$ cat src/rtl/gmp_pkg.sv
package gmp_pkg;

  // Input item codes
  localparam logic FUNC_TRIANGLE = 1'b0;
  localparam logic FUNC_FLUSH    = 1'b1;

  // Configuration register indexes
  localparam logic [1:0] CFG_MAX_VERTICES      = 2'd0;
  localparam logic [1:0] CFG_MAX_TRIANGLES     = 2'd1;
  localparam logic [1:0] CFG_MESH_VERTEX_COUNT = 2'd2;

  // Configuration reset values
  localparam logic [6:0]  MAX_VERTICES_RST      = 7'd64;
  localparam logic [7:0]  MAX_TRIANGLES_RST     = 8'd124;
  localparam logic [31:0] MESH_VERTEX_COUNT_RST = 32'd0;

  // Depth of the command queue between front and back
  localparam int QUEUE_DEPTH = 4;

  // Result record kinds
  typedef enum logic [1:0] {
    KIND_VERTEX     = 2'd0,
    KIND_TRIANGLE   = 2'd1,
    KIND_DESCRIPTOR = 2'd2
  } kind_t;

  typedef struct packed {
    logic [6:0]  max_vertices;
    logic [7:0]  max_triangles;
    logic [31:0] mesh_vertex_count;
  } cfg_t;

  // One resolved request: optional descriptor, new vertices, optional triangle
  typedef struct packed {
    logic             close;
    logic [31:0]      desc_voff;
    logic [6:0]       desc_vcnt;
    logic [31:0]      desc_toff;
    logic [7:0]       desc_tcnt;
    logic             emit_tri;
    logic [2:0]       vnew;
    logic [2:0][31:0] vidx;
    logic [23:0]      packed_tri;
  } cmd_t;

endpackage

$ cat src/rtl/gmp_cmd_queue.sv
module gmp_cmd_queue (
  input  logic          clk,
  input  logic          rst_n,
  input  logic          push,
  input  gmp_pkg::cmd_t push_cmd,
  output logic          full,
  input  logic          pop,
  output gmp_pkg::cmd_t head_cmd,
  output logic          empty
);
  import gmp_pkg::*;

  localparam int PW = $clog2(QUEUE_DEPTH);
  localparam int NW = $clog2(QUEUE_DEPTH + 1);

  cmd_t          mem_r [QUEUE_DEPTH];
  logic [PW-1:0] wr_ptr_r;
  logic [PW-1:0] rd_ptr_r;
  logic [NW-1:0] cnt_r;
  logic          do_push;
  logic          do_pop;

  assign full     = (cnt_r == NW'(QUEUE_DEPTH));
  assign empty    = (cnt_r == '0);
  assign do_push  = push & ~full;
  assign do_pop   = pop & ~empty;
  assign head_cmd = mem_r[rd_ptr_r];

  // Pointers and occupancy
  always_ff @(posedge clk) begin
    if (!rst_n) begin
      wr_ptr_r <= '0;
      rd_ptr_r <= '0;
      cnt_r    <= '0;
    end else begin
      if (do_push) wr_ptr_r <= wr_ptr_r + PW'(1);
      if (do_pop)  rd_ptr_r <= rd_ptr_r + PW'(1);
      if (do_push && !do_pop) begin
        cnt_r <= cnt_r + NW'(1);
      end else if (do_pop && !do_push) begin
        cnt_r <= cnt_r - NW'(1);
      end
    end
  end

  always_ff @(posedge clk) begin
    if (do_push) mem_r[wr_ptr_r] <= push_cmd;
  end

endmodule

$ cat config.mk
export PLATFORM = sky130hd
export DESIGN_NAME = gmp_cmd_queue
export DESIGN_NICKNAME = d
export VERILOG_FILES = /design/src/rtl/gmp_pkg.sv /design/src/rtl/gmp_cmd_queue.sv
export SDC_FILE = /design/constraint.sdc
export NUM_CORES = 1
export LEC_CHECK = 0
export BUFFER_PORTS_ARGS = -buffer_cell sky130_fd_sc_hd__buf_2
export CAP_MARGIN = 20
export CORE_UTILIZATION = 55
export CTS_CLUSTER_DIAMETER = 200
export CTS_CLUSTER_SIZE = 16
export DETAILED_ROUTE_END_ITERATION = 16
export PLACE_DENSITY_LB_ADDON = 0.1
export SYNTH_ARGS = -nofsm -noshare
export SYNTH_HDL_FRONTEND = slang
export SYNTH_SLANG_ARGS = --single-unit
$ cat constraint.sdc
create_clock -name clk -period 8 [get_ports clk]
set_input_delay 1.6 -clock clk [delete_from_list [all_inputs] [get_ports clk]]
set_output_delay 1.6 -clock clk [all_outputs]
set_load 0.02 [all_outputs]
Yosys cells after proc, flatten, opt, wreduce, memory -nomap -nowiden
Memories as Yosys holds them, arrays and structs flattened. A register that Yosys moved wholly into a read port is not among the register bits.
Index checks and enable logic that the tools add are counted.

storage, ports and cells
  output and inout bits = 206
  register bits = 7
  memories kept = 1
  word-level logic and storage cells = 25
  RAM bits = 816

memories
  memory  depth  width  read ports  clocked after memory_dff  wr ports  line                 source
  mem_r   4      204    1           1                         1         gmp_cmd_queue.sv:16  cmd_t mem_r [QUEUE_DEPTH];

operators by class
  bitwise logic cells = 4
  reductions and logical operators = 6
  mux-type cells = 6
  add/sub/neg operators = 4
  equality and inequality tests = 1

operators with widths
  operator                                                            count
  3-bit two-way mux                                                   2
  2-bit by 1-bit adder with 2-bit output, second input constant       2
  2-bit two-way mux                                                   2
  3-bit by 1-bit adder with 3-bit output, second input constant       1
  3-bit equality test, second input constant                          1
  3-bit zero test                                                     1
  3-bit by 1-bit subtractor with 3-bit output, second input constant  1
  1-bit bitwise AND                                                   2
  1-bit logical AND                                                   2
  1-bit zero test                                                     2
  1-bit two-way mux                                                   2
  1-bit NOT                                                           2
  2-bit nonzero test                                                  1

Longest topological paths before layout
  word-level depth = 7
  depth in mapped cells = 9
  gate-level depth less buffers = 8

Least setup slack after synthesis
OpenSTA, ideal clock, no wires.

  path kind = input port to flip-flop
  from = in push
  to = mem mem_r[0][0] (netlist bit) (enable)
  data required time = 7.410 ns
  data arrival time = 6.633 ns
  library setup time = 0.590 ns
  buffers on the path = 1
  path slack = 0.778 ns
  stages on the path = 3
  cell sequence = nor2b_1 -> clkbuf_1 -> and2_1

between the ends
  word-level cells in the longest chain between the ends = 3

ends and longest elaborated chain
  item                                     line                 source
  start, declared                          gmp_cmd_queue.sv:4   input logic push,
  1-bit bitwise AND                        gmp_cmd_queue.sv:25  assign do_push = push & ~full;
  named net do_push                        gmp_cmd_queue.sv:20  logic do_push;
  1-bit two-way mux                        gmp_cmd_queue.sv:47  if (do_push) mem_r[wr_ptr_r] <= push_cmd;
  1-bit two-way mux (implied by the code)  gmp_cmd_queue.sv:47
  end, declared                            gmp_cmd_queue.sv:16

The timed path passes the listed nets, and every way through them passes these cells.

==> run summary <==
The flow ran to the end, and the final reports show no timing, DRC or antenna violations. The flip-flop and latch count after synthesis is 825, and the count of hold-fix buffers inserted at cts is 0. In the routed design, unresolved DRC markers number 0.

The worst setup path is captured at a primary output. After technology mapping, the gate count stands at 1114. The tools report the clock network latency to the later pin of the worst-skew pair as 0.62 ns. Across the routed clock network, the largest skew measured is 0.0234 ns.

The relative slew slack came out at 0.250. Relative to the synthesized area, the layout overhead comes to 14.5%. For the final routed database, the setup TNS stands at 0 ns.

The tools report the required time reported for the critical path endpoint as 6.40 ns. The area share of the largest cell type after synthesis is 0.819. TritonCTS built the clock tree. Clock tree synthesis found a total of 825 sinks.

The tools report the count of TritonRoute iterations in the first routing pass as 5. The slowest cell on the critical path is buf_4. The die covers 0.0553 mm^2.

STA classifies the critical path startpoint as a flip-flop. Summed over all nets, the half-perimeter wirelength after detailed placement is 32700 um. Summed over all cells, the static leakage comes to 11.2 nW. Across the VDD grid, the largest voltage drop is 0.000229 V.

For the number of endpoints with negative hold slack in the final report, the log shows 0. Including well taps, the total number of placed cells is 2186. The share of async-settable or async-resettable flops after synthesis is 0, and the max-capacitance violation count is 0. The number of pins with negative max-slew slack in the final report was 0. Clock-pin slew was measured on the worst setup and hold paths at 0.07 ns.

The detail route stage leaves a number of antenna-violating nets equal to 0. The pin count of the biggest net entering global routing was 159. The initial standard-cell utilization of the core is 0.556. The tools report the root buffer cell as clkbuf_16.

The period utilization came out at 0.573. On the worst path, the slowest cell contributes a delay of 0.89 ns. The run gives 2 as the number of H-tree levels.

In this run the critical register-to-register path is launched from cnt_r[0]$_SDFFE_PN0P_. The ratio of total power to cell area works out to 319 mW/mm^2. The number of gates resized after CTS was 0.

In this run, distinct cell masters in the synthesized netlist total 22. Counting every net in the synthesized netlist gives 1328. The congestion estimate from routability-driven global placement came to 0.738.

The die is 235 um tall. Following the worst setup path forward leads to its endpoint at head_cmd[136]. The via-per-instance ratio is 5.68, and the via count of the routed design is 12900.

The number of design-rule violations left by the first detailed-router iteration came out at 912. After synthesis the cells add up to 0.0299 mm^2. The global-route usage over all layers is 0.204, and the number of failing setup endpoints in the final timing report is 0. A synthesized cell averages 26.9 um^2. Total of warnings raised by yosys: 0. For this run the aggregate overflow at the end of global routing stands at 0. The number of CTS-inserted buffers was 57; the maximum fanout along the worst path was 72. The number of top-level pins came out at 414. Setup repair after global routing left no endpoint under its margin.

The number of flops mapped to enable cells by yosys is 816, and the average wire length per cell after detail routing is 24.4 um. The run gives 1763 as the total number of nets in the final design. At the pin with the least slew margin, the transition time is 1.13 ns. The sequential-to-total area share from yosys stat was 0.825.

The smallest clock period supported by the final layout is computed as 4.58 ns. The first global-routing pass estimated 83700 um of wire. The die is 235 um wide. The signal on the critical path passes through buf_4, mux4_2, buf_2. The post-CTS setup buffer count was 0.

For the number of global-route vias before repair, the log shows 13500. Reg2reg setup slack: 4.90 ns. The worst setup path is of the flip-flop to primary output kind.

The ratio of cells with drive above 1 in the final layout was 0.445; the worst slack after detailed placement was 3.69 ns. The worst register-to-register path ends at mem_r[2][154]$_DFFE_PP_. Based on the critical path, the design can be clocked at up to 218 MHz. The type of the worst min-delay path is flip-flop to flip-flop.

Measured in cells, the most critical reg-to-reg path has a length of 4. Setup slack closes at 3.42 ns. The core box area is 0.0538 mm^2. In this run the core area contains 85 standard-cell rows. The top cell type by total area after synthesis is edfxtp_1. The prevailing post-synth register cell was edfxtp_1. The run gives 3 as the maximum count of clock buffers along a single path. The count of cells in the finished layout, fillers not included, comes to 2269. The run gives 14 as the initial antenna violation count. Data on the critical path arrives at its endpoint at 2.98 ns. Ranked by total cell area, the synthesized netlist is headed by edfxtp_1, mux4_2, buf_6. In this run the tool buffered the top-level ports with 413 buffer cells. The detailed-route wire length is 55400 um.
Yosys cell counts (2+ instances only):
cell	number
edfxtp_1	816
inv_1	3
xnor2_1	3
buf_2	22
buf_6	19
mux2i_1	3
dfxtp_1	9
nor2b_1	2
nand2_1	4
mux4_2	204
and2_1	8
clkbuf_1	7
ha_1	5
kinds of logic (layout without fill, tap and decap cells):
logic type / count (synthesis) / after routing / synth area share
fa+ha+maj: 6 / 6 / 0.00276
buf+inv: 51 / 500 / 0.0121
flops: 825 / 825 / 0.825
mux: 207 / 207 / 0.155
other cells: 0 / 10 / 0
simple gates: 17 / 17 / 0.00322
xor+xnor: 4 / 4 / 0.00117
compound gates: 4 / 4 / 0.000962
final cells by class:
cell class | instances | area (um^2)
Sequential cell | 825 | 24700
Fill cell | 3605 | 19600
Multi-Input combinational cell | 238 | 4880
Timing Repair Buffer | 424 | 2240
Clock buffer | 71 | 1520
Tap cell | 696 | 871
Antenna cell | 10 | 25.0
Clock inverter | 2 | 17.5
Inverter | 3 | 11.3
registers in the layout (all words and copies together), names as in the netlist, named ones only:
signal	cells
wr_ptr_r	2
rd_ptr_r	2
cnt_r	3
mem_r	816
cells in the final DEF, fill, tap and decap left out, drive strengths merged:
master	instances
xor2	1
xnor2	3
mux2i	3
o31ai	1
edfxtp	816
clkbuf	71
ha	5
nand2	4
nor3	1
nor3b	1
and2	8
inv	5
mux4	204
o311ai	1
or3	1
nor2b	2
a21boi	1
diode	10
o21ai	1
buf	424
fa	1
dfxtp	9
critical path, delay by kind of cell, from the launching register on:
kind                   cells  cell delay, ns
flip-flops                 1            0.75
multiplexers               1            0.43
buffers and inverters      2            1.07
per-layer routing:
metal / GRT usage / part of all wire / up-vias / wire length [um]
met5: 0 / 0.0014 / - / 77
met4: 0.0547 / 0.018 / 12 / 1020
met3: 0.0599 / 0.076 / 77 / 4190
met2: 0.326 / 0.50 / 335 / 27600
met1: 0.277 / 0.41 / 6779 / 22500
li1: - / - / 5683 / -
through the flow:
step	cell area [um^2]	total power [mW]	hold slack [ns]	utilization
after floorplan	29900	7.62	0.468	-
after global placement	32700	8.45	0.488	0.607
after detailed placement	32700	8.47	0.497	0.607
after CTS	34200	11.1	0.507	0.636
after global routing	34200	11.4	0.515	0.636
final	34300	10.9	0.501	0.636
report_power, final:
| group | switching (mW) | total (mW) | internal, mW |
|---|---|---|---|
| sequential | 0.111 | 5.36 | 5.25 |
| combinational | 1.75 | 2.95 | 1.20 |
| clock | 1.31 | 2.63 | 1.32 |
worst min-delay path by stage:
stage,start,endpoint,cells past startpoint
6_report,wr_ptr_r[1]$_SDFFE_PN0P_,wr_ptr_r[1]$_SDFFE_PN0P_,2
5_1_grt,wr_ptr_r[1]$_SDFFE_PN0P_,wr_ptr_r[1]$_SDFFE_PN0P_,2
4_1_cts,wr_ptr_r[1]$_SDFFE_PN0P_,wr_ptr_r[1]$_SDFFE_PN0P_,2
3_5_place_dp,wr_ptr_r[1]$_SDFFE_PN0P_,wr_ptr_r[1]$_SDFFE_PN0P_,2
3_3_place_gp,wr_ptr_r[1]$_SDFFE_PN0P_,wr_ptr_r[1]$_SDFFE_PN0P_,2
2_1_floorplan,wr_ptr_r[1]$_SDFFE_PN0P_,wr_ptr_r[1]$_SDFFE_PN0P_,2
Power figures use the tool's default switching activity.
