## config.mk

```make
export PLATFORM = sky130hd
export DESIGN_NAME = gmp_back
export DESIGN_NICKNAME = d
export VERILOG_FILES = /design/src/rtl/gmp_pkg.sv /design/src/rtl/gmp_back.sv
export SDC_FILE = /design/constraint.sdc
export NUM_CORES = 1
export LEC_CHECK = 0
export BUFFER_PORTS_ARGS = -buffer_cell sky130_fd_sc_hd__buf_2
export CORE_AREA = 2 2 136 138
export CTS_BUF_LIST = sky130_fd_sc_hd__clkbuf_16
export DETAILED_ROUTE_END_ITERATION = 12
export DIE_AREA = 0 0 138 140
export SYNTH_ARGS = -nofsm -noshare
export SYNTH_HDL_FRONTEND = slang
export SYNTH_SLANG_ARGS = --single-unit
```

## constraint.sdc

```tcl
create_clock -name clk -period 6.6 [get_ports clk]
set_input_delay 0.33 -clock clk [delete_from_list [all_inputs] [get_ports clk]]
set_output_delay 0.33 -clock clk [all_outputs]
set_load 0.01 [all_outputs]
```

## src/rtl/gmp_pkg.sv

```systemverilog
package gmp_pkg;

  // Input item codes
  localparam logic FUNC_TRIANGLE = 1'b0;
  localparam logic FUNC_FLUSH    = 1'b1;

  // Configuration register indexes
  localparam logic [1:0] CFG_MAX_VERTICES      = 2'd0;
  localparam logic [1:0] CFG_MAX_TRIANGLES     = 2'd1;
  localparam logic [1:0] CFG_MESH_VERTEX_COUNT = 2'd2;

  // Configuration reset values
  localparam logic [6:0]  MAX_VERTICES_RST      = 7'd64;
  localparam logic [7:0]  MAX_TRIANGLES_RST     = 8'd124;
  localparam logic [31:0] MESH_VERTEX_COUNT_RST = 32'd0;

  // Depth of the command queue between front and back
  localparam int QUEUE_DEPTH = 4;

  // Result record kinds
  typedef enum logic [1:0] {
    KIND_VERTEX     = 2'd0,
    KIND_TRIANGLE   = 2'd1,
    KIND_DESCRIPTOR = 2'd2
  } kind_t;

  typedef struct packed {
    logic [6:0]  max_vertices;
    logic [7:0]  max_triangles;
    logic [31:0] mesh_vertex_count;
  } cfg_t;

  // One resolved request: optional descriptor, new vertices, optional triangle
  typedef struct packed {
    logic             close;
    logic [31:0]      desc_voff;
    logic [6:0]       desc_vcnt;
    logic [31:0]      desc_toff;
    logic [7:0]       desc_tcnt;
    logic             emit_tri;
    logic [2:0]       vnew;
    logic [2:0][31:0] vidx;
    logic [23:0]      packed_tri;
  } cmd_t;

endpackage

```

## src/rtl/gmp_back.sv

```systemverilog
module gmp_back (
  input  logic          clk,
  input  logic          rst_n,
  input  gmp_pkg::cmd_t head_cmd,
  input  logic          q_empty,
  output logic          q_pop,
  output logic [1:0]    out_kind,
  output logic [31:0]   out_global_vertex,
  output logic [23:0]   out_packed_triangle,
  output logic [31:0]   out_vertex_offset,
  output logic [6:0]    out_vertex_count,
  output logic [31:0]   out_triangle_offset,
  output logic [7:0]    out_triangle_count,
  output logic          out_last,
  output logic          out_empty,
  input  logic          out_pop
);
  import gmp_pkg::*;

  // Result order within one request: descriptor, up to three new vertices, triangle
  localparam int STEP_DESC = 0;
  localparam int STEP_V0   = 1;
  localparam int STEP_V1   = 2;
  localparam int STEP_V2   = 3;
  localparam int STEP_TRI  = 4;
  localparam int NSTEPS    = 5;

  logic [NSTEPS-1:0] done_r;
  logic [NSTEPS-1:0] want;
  logic [NSTEPS-1:0] pend;
  logic [NSTEPS-1:0] sel;
  logic              sel_last;
  logic              emit;
  logic              out_valid_r;

  kind_t       kind_nxt;
  logic [31:0] gv_nxt;

  always_comb begin
    want[STEP_DESC] = head_cmd.close;
    want[STEP_V0]   = head_cmd.vnew[0];
    want[STEP_V1]   = head_cmd.vnew[1];
    want[STEP_V2]   = head_cmd.vnew[2];
    want[STEP_TRI]  = head_cmd.emit_tri;
    pend            = want & ~done_r;
    sel             = pend & (~pend + NSTEPS'(1));
    sel_last        = ((pend & ~sel) == '0);
  end

  assign out_empty = ~out_valid_r;
  assign emit      = ~q_empty & (~out_valid_r | out_pop);
  assign q_pop     = emit & sel_last;

  // Step tracking for the head request
  always_ff @(posedge clk) begin
    if (!rst_n) begin
      done_r      <= '0;
      out_valid_r <= 1'b0;
    end else begin
      if (emit) begin
        done_r <= sel_last ? '0 : (done_r | sel);
      end
      if (emit) begin
        out_valid_r <= 1'b1;
      end else if (out_pop) begin
        out_valid_r <= 1'b0;
      end
    end
  end

  // Field selection for the chosen step
  always_comb begin
    if (sel[STEP_DESC]) begin
      kind_nxt = KIND_DESCRIPTOR;
    end else if (sel[STEP_TRI]) begin
      kind_nxt = KIND_TRIANGLE;
    end else begin
      kind_nxt = KIND_VERTEX;
    end
    gv_nxt = ({32{sel[STEP_V0]}} & head_cmd.vidx[0]) |
             ({32{sel[STEP_V1]}} & head_cmd.vidx[1]) |
             ({32{sel[STEP_V2]}} & head_cmd.vidx[2]);
  end

  // Output register
  always_ff @(posedge clk) begin
    if (emit) begin
      out_kind            <= kind_nxt;
      out_global_vertex   <= gv_nxt;
      out_packed_triangle <= sel[STEP_TRI] ? head_cmd.packed_tri : 24'd0;
      out_vertex_offset   <= sel[STEP_DESC] ? head_cmd.desc_voff : 32'd0;
      out_vertex_count    <= sel[STEP_DESC] ? head_cmd.desc_vcnt : 7'd0;
      out_triangle_offset <= sel[STEP_DESC] ? head_cmd.desc_toff : 32'd0;
      out_triangle_count  <= sel[STEP_DESC] ? head_cmd.desc_tcnt : 8'd0;
      out_last            <= sel_last;
    end
  end

endmodule

```

After elaboration in Yosys (flattened, before gate mapping):

Cells that the tools add are included.

* register bits after elaboration: 144
* input bits: 208
* word-level logic and storage cells: 34

* add/sub/neg operators: 1
* multiplexer cells: 4
* bitwise gates (word level): 17
* reductions and logical operators: 2

Operators with widths (count)
* 32-bit AND: 3
* 32-bit OR: 2
* 5-bit AND: 3
* 5-bit NOT: 3
* 5-bit by 1-bit adder with 5-bit output, second input constant: 1
* 5-bit zero test: 1
* 5-bit 2-to-1 mux: 1
* 5-bit OR: 1
* 1-bit 2-to-1 mux: 3
* 1-bit AND: 2
* 1-bit NOT: 2
* 2-bit nonzero test: 1
* 1-bit OR: 1

Logic depth before layout (Yosys ltp):

Gate-level depths: netlist (run 1).

* depth after elaboration: 9
* gate-level depth with buffers: 7
* depth with buffers taken out: 5

Worst setup path before layout (run 1):

OpenSTA, ideal clock, no wires.

* kind: reg2out
* from: register out_valid_r
* to: output port q_pop
* arrival: 2.657 ns
* required time: 6.270 ns
* setup slack: 3.613 ns
* stages on the path, launching flop included: 5
* path buffers: 1
* path through: dfxtp_1 nor2b_1 nor2_1 buf_2 and2_1

* cells in the longest elaborated chain, start to end: 4

RTL lines
* from (decl): RTL line gmp_back.sv:34 `logic out_valid_r;`
* from (signal assigned): RTL line gmp_back.sv:58 `out_valid_r <= 1'b0;`
* from (signal assigned): RTL line gmp_back.sv:64 `out_valid_r <= 1'b1;`
* from (signal assigned): RTL line gmp_back.sv:66 `out_valid_r <= 1'b0;`
* 1-bit NOT: RTL line gmp_back.sv:51 `assign emit = ~q_empty & (~out_valid_r | out_pop);`
* 1-bit OR: RTL line gmp_back.sv:51
* 1-bit AND: RTL line gmp_back.sv:51
* net emit: RTL line gmp_back.sv:33 `logic emit;`
* 1-bit AND: RTL line gmp_back.sv:52 `assign q_pop = emit & sel_last;`
* to (decl): RTL line gmp_back.sv:6 `output logic q_pop,`

The timed path passes the listed nets, and every way through them passes these cells.

Worst setup path in the final report (run 1):

* from: register done_r[0]
* to: output port q_pop

* cells in the longest elaborated chain, start to end: 9

RTL lines
* from (decl): RTL line gmp_back.sv:28 `logic [NSTEPS-1:0] done_r;`
* from (signal assigned): RTL line gmp_back.sv:61 `done_r <= sel_last ? '0 : (done_r | sel);`
* 5-bit NOT *: RTL line gmp_back.sv:45 `pend = want & ~done_r;`
* 5-bit AND *: RTL line gmp_back.sv:45
* 5-bit NOT: RTL line gmp_back.sv:46 `sel = pend & (~pend + NSTEPS'(1));`
* 5-bit by 1-bit adder with 5-bit output: RTL line gmp_back.sv:46
* 5-bit AND: RTL line gmp_back.sv:46
* 5-bit NOT: RTL line gmp_back.sv:47 `sel_last = ((pend & ~sel) == '0);`
* 5-bit AND *: RTL line gmp_back.sv:47
* 5-bit zero test *: RTL line gmp_back.sv:47
* net sel_last: RTL line gmp_back.sv:32 `logic sel_last;`
* 1-bit AND *: RTL line gmp_back.sv:52

Mark *: on every way through the listed nets, which the timed path passes. The rest lies on a longest branch.

==> results of run 1 <==
-- where the power goes --
group / leakage, nW / internal, mW / switching (mW)
clock: 0.302 / 0.631 / 0.370
sequential: 1.43 / 1.08 / 0.0157
combinational: 2.12 / 0.120 / 0.148
total: 3.86 / 1.83 / 0.535
-- cell type report --
type	count	area (um^2)	area share (%)
Sequential cell	144	4264	51.32
Timing Repair Buffer	350	1759	21.17
Multi-Input combinational cell	166	1245	14.98
Clock buffer	17	425.4	5.120
Tap cell	229	286.5	3.448
Clock inverter	15	192.7	2.319
Inverter	35	133.9	1.611
Antenna cell	1	2.502	0.03012
-- placed cells by master (no fill, tap or decap), types with 4 or more instances in the layout --
cell | Yosys | routed
buf_2 | 6 | 347
bufinv_16 | 0 | 4
edfxtp_1 | 138 | 138
dfxtp_1 | 6 | 6
a21oi_1 | 4 | 4
a211oi_1 | 4 | 4
and2_1 | 104 | 104
inv_1 | 34 | 35
nand2b_1 | 4 | 4
a222oi_1 | 32 | 32
clkbuf_16 | 0 | 17
-- worst max-delay path: cells and delay by family, from the launching register on --
kind | cells | cell delay [ns]
buffers and inverters | 2 | 0.62
AOI/OAI and AO/OA | 1 | 0.06
and+or+nand+nor | 2 | 0.32
DFF | 1 | 0.31
adders and majority gates | 1 | 0.36
-- sequential cells by signal, indices dropped and copies added (netlist names) --
signal and count:
out_global_vertex 32, out_triangle_offset 32, out_vertex_offset 32, out_packed_triangle 24, out_triangle_count 8, out_vertex_count 7
done_r 5, out_kind 2, out_last 1, out_valid_r 1
-- worst max-delay path by stage --
stage | startpoint | to | slack, ns
4_1_cts | done_r[0]$_SDFFE_PN0P_ | q_pop | 4.09
2_1_floorplan | out_valid_r$_SDFFE_PN0P_ | q_pop | 3.61
5_1_grt | done_r[0]$_SDFFE_PN0P_ | q_pop | 3.99
6_report | done_r[0]$_SDFFE_PN0P_ | q_pop | 4.18
3_5_place_dp | head_cmd[203] | done_r[2]$_SDFFE_PN0P_ | 4.21
3_3_place_gp | head_cmd[203] | done_r[2]$_SDFFE_PN0P_ | 4.31
-- cells by family after synthesis --
family / share of synthesized area [%]
DFF: 73.99
AOI/OAI and AO/OA: 7.338
buffers and inverters: 4.538
adders and majority gates: 0.1954
and+or+nand+nor: 13.94
-- metrics by stage --
step	instances	setup slack, ns	instance area [um^2]
3_3_place_gp	924	4.308	7689
3_5_place_dp	924	4.213	7689
2_1_floorplan	366	3.613	5763
6_report	957	4.178	8309
5_1_grt	957	3.994	8309
4_1_cts	956	4.089	8307
-- routing by layer --
metal,up-vias,GRT usage [%]
li1,2053,-
met1,1973,18.34
met2,257,25.95
met3,30,6.325
met4,0,7.358
met5,-,0
==> impl_metrics.yaml, run 1 <==
placement:
  portBuffers: 347
  gp_congestion: 0.8068
  dpl.hpwl_um: 11610
floorplanning:
  fp-row-count: 49
  die_w_um: 138
  core_um2: 17780
  die_y_um: 140
  initial_core_util_pct: 32.41
  io-pin-count: 348
  die_area_um2: 19320
worst_setup_path:
  cp_cell_sequence: "nand2b_4 -> inv_4 -> maj3_2 -> a21oi_4 -> and2_1 -> buf_2"
  slowest_stage: "inv_4"
  crit_arrival_ns: 2.09
  cp_slowest_stage_delay_ns: 0.48
  crit_fanout: 85
  worst-r2r-cell-count: 5
  path_class: "reg -> out"
  required_ns: 6.27
  cp-end-kind: "output pin"
  start_kind: "flop"
  r2r_start: "done_r[0]$_SDFFE_PN0P_"
  rrSetupSlack_ns: 4.32
  rr_endpoint: "done_r[2]$_SDFFE_PN0P_"
clock_tree:
  htree_levels: 4
  clockRootBuffer: "clkbuf_16"
  cts_made_buffers: 17
  cts_sinks: 144
  cts_buffer_depth: 2
  worstSkewPairLatency_ns: 0.41
  postCtsSetupBuffers: 0
  path_clk_slew_ns: 0.06
  cts_resized: 0
  cts_tree: "yes"
  hold_buffers: 0
grt:
  grt-ovfl-total: 0
  grt_pass1_vias: 4296
  track_usage_pct: 15.85
  grt_antenna_before_repair: 1
  grt_max_degree: 86
  grt_first_pass_wirelength_um: 23540
power:
  vdd.ir_drop.worst_v: 0.0001604
  p_leak_nw: 3.858
  power_mw: 2.364
  pwr_density_cell_nw_per_um2: 284.5
drt:
  wl_met2_um: 7694
  highest_layer: "met4"
  vias: 4313
  route.detailed.drc: 0
  met1_length_um: 5866
  met3_length_um: 1524
  first_iter_violations: 253
  routed_wl_um: 15530
  first_pass_iters: 7
  antenna_left: 0
  viasPerCell: 4.507
  wl_per_cell_um: 16.23
final_layout:
  area_growth_pct: 44.18
  layout.nets: 922
  drive_above_1_share_pct: 54.06
  nFillCells: 1670
  postLayoutCoreUtil_pct: 46.73
hold_path:
  min_path_type: "in -> reg"
  holdPathStages: 2
  hold_end: "out_packed_triangle[22]$_SDFFCE_PN0P_"
  hold_start: "head_cmd[22]"
timing:
  fmax_mhz: 412.9
  min_period_ns: 2.422
  fin_hold_ws_ns: 0.1898
  maxSlewViolCount: 0
  rsz0062_at_grt: "no"
  clock_skew_ns: 0.007773
  tns_ns: 0
  finalSetupViolCount: 0
  worst_pin_slew_ns: 1.214
  hold_violations: 0
  fin_crit_sh_pct: 36.70
  slew_headroom_pct: 18.80
yosys:
  async_flop_share_pct: 0
  yosysSeqAreaShare_pct: 73.99
  netlist_area_um2: 5763
  synthTopCellsByArea: "edfxtp_1, and2_1, a222oi_1, inv_1, dfxtp_1"
  post-synth-top-count-cell: "edfxtp_1"
  yosysTopAreaCell: "edfxtp_1"
  synth.distinct_cells: 29
  ys_ff_latch: 144
  postSynthCellCount: 366
  synth_common_cells: "edfxtp_1, and2_1, inv_1, a222oi_1, clkbuf_1"
  yosysWarnings: 0
  synth-edff-count: 138
  yosysTopAreaCellShare_pct: 71.91
  syn-num-nets: 574
  ys.flop_type: "edfxtp_1"
  syn_avg_cell_area_um2: 15.75
job:
  cap_violations: 0
outcome:
  status: "completed"
(Power assumes the default switching activity.)
==> run 2, diff against run 1 <==
Settings changed: CORE_AREA 2 2 136 138 to 2 2 134 136, DIE_AREA 0 0 138 140 to 0 0 136 138.
Clock period 6.6 ns to 2.3 ns, I/O delays scaled along.
==> run 2 against run 1 <==
Against the previous run:
- total power grew to 2.9 times the previous value
- die area is 2.9% lower
- critical path type is now reg -> reg
- highest routed layer unchanged
- clock-buffer cell count stayed put
- critical endpoint is now out_global_vertex[23]$_DFFE_PP_
- combinational power grew to 3.8 times the previous value
==> impl_metrics.yaml, run 2 (synthesis gave the netlist of run 1 again) <==
outcome:
  status: "completed"
worst_setup_path:
  rrSetupSlack_ns: 0.14
  required_ns: 2.47
  path_class: "reg -> reg"
  cp-end-kind: "flop"
  crit_arrival_ns: 2.33
  start_kind: "flop"
  crit_fanout: 19
timing:
  clock_skew_ns: 0.009356
  rsz0062_at_grt: "no"
  tns_ns: 0
  finalSetupViolCount: 0
  maxSlewViolCount: 0
  fin_crit_sh_pct: 93.74
  fin_ws_ns: 0.1440
  min_period_ns: 2.156
  slew_headroom_pct: 53.88
  fin_hold_ws_ns: 0.02353
  worst_pin_slew_ns: 0.6918
  hold_violations: 0
  fmax_mhz: 463.8
drt:
  first_iter_violations: 333
  route.detailed.drc: 0
  viasPerCell: 4.483
  antenna_left: 0
  vias: 4990
  first_pass_iters: 9
  wl_per_cell_um: 15.04
  routed_wl_um: 16730
clock_tree:
  cts_made_buffers: 17
  postCtsSetupBuffers: 0
  cts_sinks: 144
  cts_tree: "yes"
  worstSkewPairLatency_ns: 0.41
  htree_levels: 4
  cts_buffer_depth: 2
  clockRootBuffer: "clkbuf_16"
  path_clk_slew_ns: 0.06
placement:
  dpl.hpwl_um: 11020
  gp_congestion: 0.8494
  place_ws_ns: 0.5604
  portBuffers: 347
final_layout:
  layout_common_cells: "buf_2, dlygate4sd3_1, edfxtp_1"
  top_regs: "out_global_vertex: 32 flops, out_triangle_offset: 32 flops, out_vertex_offset: 32 flops"
  layout.nets: 1078
  mostFrequentLayoutCell: "buf_2"
  area_growth_pct: 70.86
  postLayoutCoreUtil_pct: 56.16
  drive_above_1_share_pct: 44.90
power:
  p_leak_nw: 4.467
  vdd.ir_drop.worst_v: 0.0004739
  power_mw: 6.801
  p_int_mw: 5.231
  switching_share_pct: 23.08
  pwr_density_cell_nw_per_um2: 690.7
  power_frac_clock_pct: 38.8
  pwr-share-comb_pct: 15.0
  p_seq_share_pct: 46.2
  switchingPower_mw: 1.570
floorplanning:
  die_w_um: 136
  core_um2: 17530
  initial_core_util_pct: 32.87
  io-pin-count: 348
  fp-row-count: 49
  die_y_um: 138
  die_area_um2: 18770
grt:
  track_usage_pct: 17.55
  grt_max_degree: 81
  grt_antenna_before_repair: 2
  grt_first_pass_wirelength_um: 25390
  grt-ovfl-total: 0
  grt_pass1_vias: 5154
job:
  cap_violations: 0
hold_path:
  min_path_type: "in -> reg"
run 2: layer usage:
| metal | global-route usage, % | up-vias | share of wire [%] |
|---|---|---|---|
| met5 | 0 | - | 0 |
| met4 | 8.279 | 0 | 2.6 |
| met3 | 5.391 | 35 | 8.8 |
| met2 | 31.31 | 254 | 51 |
| met1 | 18.69 | 2331 | 37 |
| li1 | - | 2370 | - |
run 2: critical path, cell delays in order, from the launching register on:
cell           delay, ns
dfxtp_1             0.38
nand2b_1            0.21
nor2_4              0.11
buf_12              0.17
a222oi_1            0.38
dlygate4sd3_1       0.61
inv_1               0.04
run 2: power groups by stage:
stage / combinational [mW] / sequential [mW] / clock (mW)
after floorplan: 0.276 / 3.29 / 0
after global placement: 0.775 / 3.19 / 0
after detailed placement: 0.790 / 3.19 / 0
after CTS: 1.02 / 3.14 / 2.69
after global routing: 1.11 / 3.15 / 2.81
final: 1.02 / 3.14 / 2.64
run 2: worst paths after layout:
path | startpoint | end | cells past startpoint
max | done_r[1]$_SDFFE_PN0P_ | out_global_vertex[23]$_DFFE_PP_ | 6
max reg2reg | done_r[1]$_SDFFE_PN0P_ | out_global_vertex[23]$_DFFE_PP_ | 6
min | head_cmd[99] | out_global_vertex[11]$_DFFE_PP_ | 3
min reg2reg | done_r[0]$_SDFFE_PN0P_ | done_r[0]$_SDFFE_PN0P_ | 2
run 2: cell type report:
cell class / count / area (um^2)
fillers: 1440 / 7687
flip-flops and latches: 144 / 4264
repair buffers: 506 / 3348
multi-input cells: 166 / 1245
clock buffers: 17 / 425.4
well taps: 229 / 286.5
clock inverters: 14 / 138.9
inverters: 35 / 133.9
diodes: 2 / 5.005
run 2: metrics by stage:
| stage | instances | cell area (um^2) |
|---|---|---|
| after floorplan | 366 | 5766 |
| after detailed placement | 928 | 7756 |
| after global placement | 928 | 7756 |
| final | 1113 | 9847 |
| after global routing | 1112 | 9844 |
| after CTS | 1111 | 9842 |
run 2: repair_timing:
item,in CTS,in global routing
hold buffers,152,0
resized for setup,0,0
hold endpoints to repair,129,0
==> run 3, diff against run 2 <==
Settings changed: HOLD_SLACK_MARGIN set to 0.12.
==> run 3 against run 2 <==
Against the previous run:
- clock-buffer cell count stayed put
- sequential power hardly changed
- die area did not move
- clock power about the same
- wire length grew 1.1%
- design area up 2.1%
- register-to-register slack about the same
- critical endpoint unchanged
- highest routed layer unchanged
==> impl_metrics.yaml, run 3 (synthesis gave the netlist of run 1 again) <==
final_layout:
  layout.nets: 1099
  seq_area_um2: 4264
  drive_above_1_share_pct: 43.85
  layout_common_cells: "buf_2, dlygate4sd3_1, edfxtp_1"
  top_regs: "out_global_vertex: 32 flops, out_triangle_offset: 32 flops, out_vertex_offset: 32 flops"
  nFillCells: 1405
  multi_input_area_um2: 1245
  area_growth_pct: 74.47
  postLayoutCoreUtil_pct: 57.34
  mostFrequentLayoutCell: "buf_2"
worst_setup_path:
  r2r_start: "done_r[1]$_SDFFE_PN0P_"
  required_ns: 2.47
  start_kind: "flop"
  crit_arrival_ns: 2.32
  slowest_stage: "dlygate4sd3_1"
  rr_endpoint: "out_global_vertex[23]$_DFFE_PP_"
  path_class: "reg -> reg"
  cp_slowest_stage_delay_ns: 0.61
  cp_cell_sequence: "nand2b_1 -> nor2_4 -> buf_12 -> a222oi_1 -> dlygate4sd3_1 -> inv_1"
  crit_fanout: 19
  rrSetupSlack_ns: 0.16
  cp-end-kind: "flop"
  worst-r2r-cell-count: 6
placement:
  gp_congestion: 0.8494
  portBuffers: 347
  dpl.hpwl_um: 11020
drt:
  wl_per_cell_um: 14.94
  vias: 5063
  first_pass_iters: 8
  antenna_left: 0
  first_iter_violations: 295
  routed_wl_um: 16930
  viasPerCell: 4.469
  route.detailed.drc: 0
floorplanning:
  die_area_um2: 18770
  die_y_um: 138
  die_w_um: 136
  fp-row-count: 49
  core_um2: 17530
  io-pin-count: 348
  initial_core_util_pct: 32.87
timing:
  clock_skew_ns: 0.01011
  fin_crit_sh_pct: 93.21
  fmax_mhz: 466.4
  slew_headroom_pct: 54.24
  min_period_ns: 2.144
  worst_pin_slew_ns: 0.6864
  hold_violations: 0
  tns_ns: 0
  finalSetupViolCount: 0
  rsz0062_at_grt: "no"
  maxSlewViolCount: 0
grt:
  track_usage_pct: 17.72
  grt_pass1_vias: 5242
  grt-ovfl-total: 0
  grt_first_pass_wirelength_um: 25710
  grt_max_degree: 81
  grt_antenna_before_repair: 1
clock_tree:
  cts_tree: "yes"
  clockRootBuffer: "clkbuf_16"
  cts_made_buffers: 17
  htree_levels: 4
  postCtsSetupBuffers: 0
  worstSkewPairLatency_ns: 0.41
  cts_sinks: 144
  path_clk_slew_ns: 0.06
  cts_buffer_depth: 2
power:
  vdd.ir_drop.worst_v: 0.0004746
  pwr_density_cell_nw_per_um2: 679.3
  switching_share_pct: 22.94
  switchingPower_mw: 1.567
  power_frac_clock_pct: 38.5
  p_int_mw: 5.264
  p_leak_nw: 4.543
  power_mw: 6.830
  pwr-share-comb_pct: 15.5
  p_seq_share_pct: 46.0
outcome:
  status: "completed"
job:
  cap_violations: 0
hold_path:
  holdPathStages: 4
  hold_end: "out_last$_DFFE_PP_"
  min_path_type: "in -> reg"
  hold_start: "head_cmd[120]"
run 3: cell count changes in the layout (fill, tap and decap cells not counted), sizes merged:
cell | before | now
dlygate4sd3 | 152 | 173
diode | 2 | 1
run 3: power groups by stage:
stage / Combinational [mW] / Clock, mW / Sequential, mW
4_1_cts: 1.06 / 2.69 / 3.14
3_5_place_dp: 0.790 / 0 / 3.19
3_3_place_gp: 0.775 / 0 / 3.19
5_1_grt: 1.15 / 2.81 / 3.15
2_1_floorplan: 0.276 / 0 / 3.29
6_report: 1.06 / 2.63 / 3.14
run 3: layout make-up:
class | count | share of cell area [%]
clock buffers | 17 | 4.231
multi-input cells | 166 | 12.38
flip-flops and latches | 144 | 42.41
well taps | 229 | 2.850
repair buffers | 527 | 35.39
inverters | 35 | 1.332
clock inverters | 14 | 1.381
diodes | 1 | 0.02489
run 3: what timing repair did:
item,4_1_cts,5_1_grt
endpoints found under the hold margin,139,0
hold buffers,173,0
gates resized for setup,0,0
run 3: how the worst max path moves through the flow:
stage / slack [ns] / endpoint / start
after floorplan: 0.24 / done_r[1]$_SDFFE_PN0P_ / out_valid_r$_SDFFE_PN0P_
after global placement: 0.63 / out_packed_triangle[6]$_SDFFCE_PN0P_ / done_r[0]$_SDFFE_PN0P_
after detailed placement: 0.56 / out_packed_triangle[5]$_SDFFCE_PN0P_ / done_r[0]$_SDFFE_PN0P_
after CTS: 0.22 / out_global_vertex[22]$_DFFE_PP_ / done_r[1]$_SDFFE_PN0P_
after global routing: 0.07 / out_global_vertex[23]$_DFFE_PP_ / done_r[1]$_SDFFE_PN0P_
final: 0.16 / out_global_vertex[23]$_DFFE_PP_ / done_r[1]$_SDFFE_PN0P_
run 3: through the flow:
stage                     instances  setup WS (ns)  instance area [um^2]  hold WS [ns]
final                          1133         0.1561                 10050        0.3004
after global placement          928         0.6322                  7756        0.3904
after floorplan                 366         0.2367                  5766        0.3066
after detailed placement        928         0.5604                  7756        0.3935
after global routing           1132        0.06626                 10050        0.3016
after CTS                      1132         0.2168                 10050        0.2778
run 3: metal layers:
layer | routed length (um) | share of wire, % | GRT usage [%] | up-vias
met3 | 1499 | 8.9 | 5.391 | 31
met5 | 0 | 0 | 0 | -
met2 | 8737 | 52 | 31.82 | 257
met4 | 424 | 2.5 | 7.785 | 0
met1 | 6264 | 37 | 18.96 | 2363
li1 | - | - | - | 2412
run 3: worst max-delay path: cells and delay by family (launching register included):
family | cells | cell delay [ns]
DFF | 1 | 0.38
buffers and inverters | 3 | 0.82
AOI/OAI and AO/OA | 1 | 0.37
and+or+nand+nor | 2 | 0.32
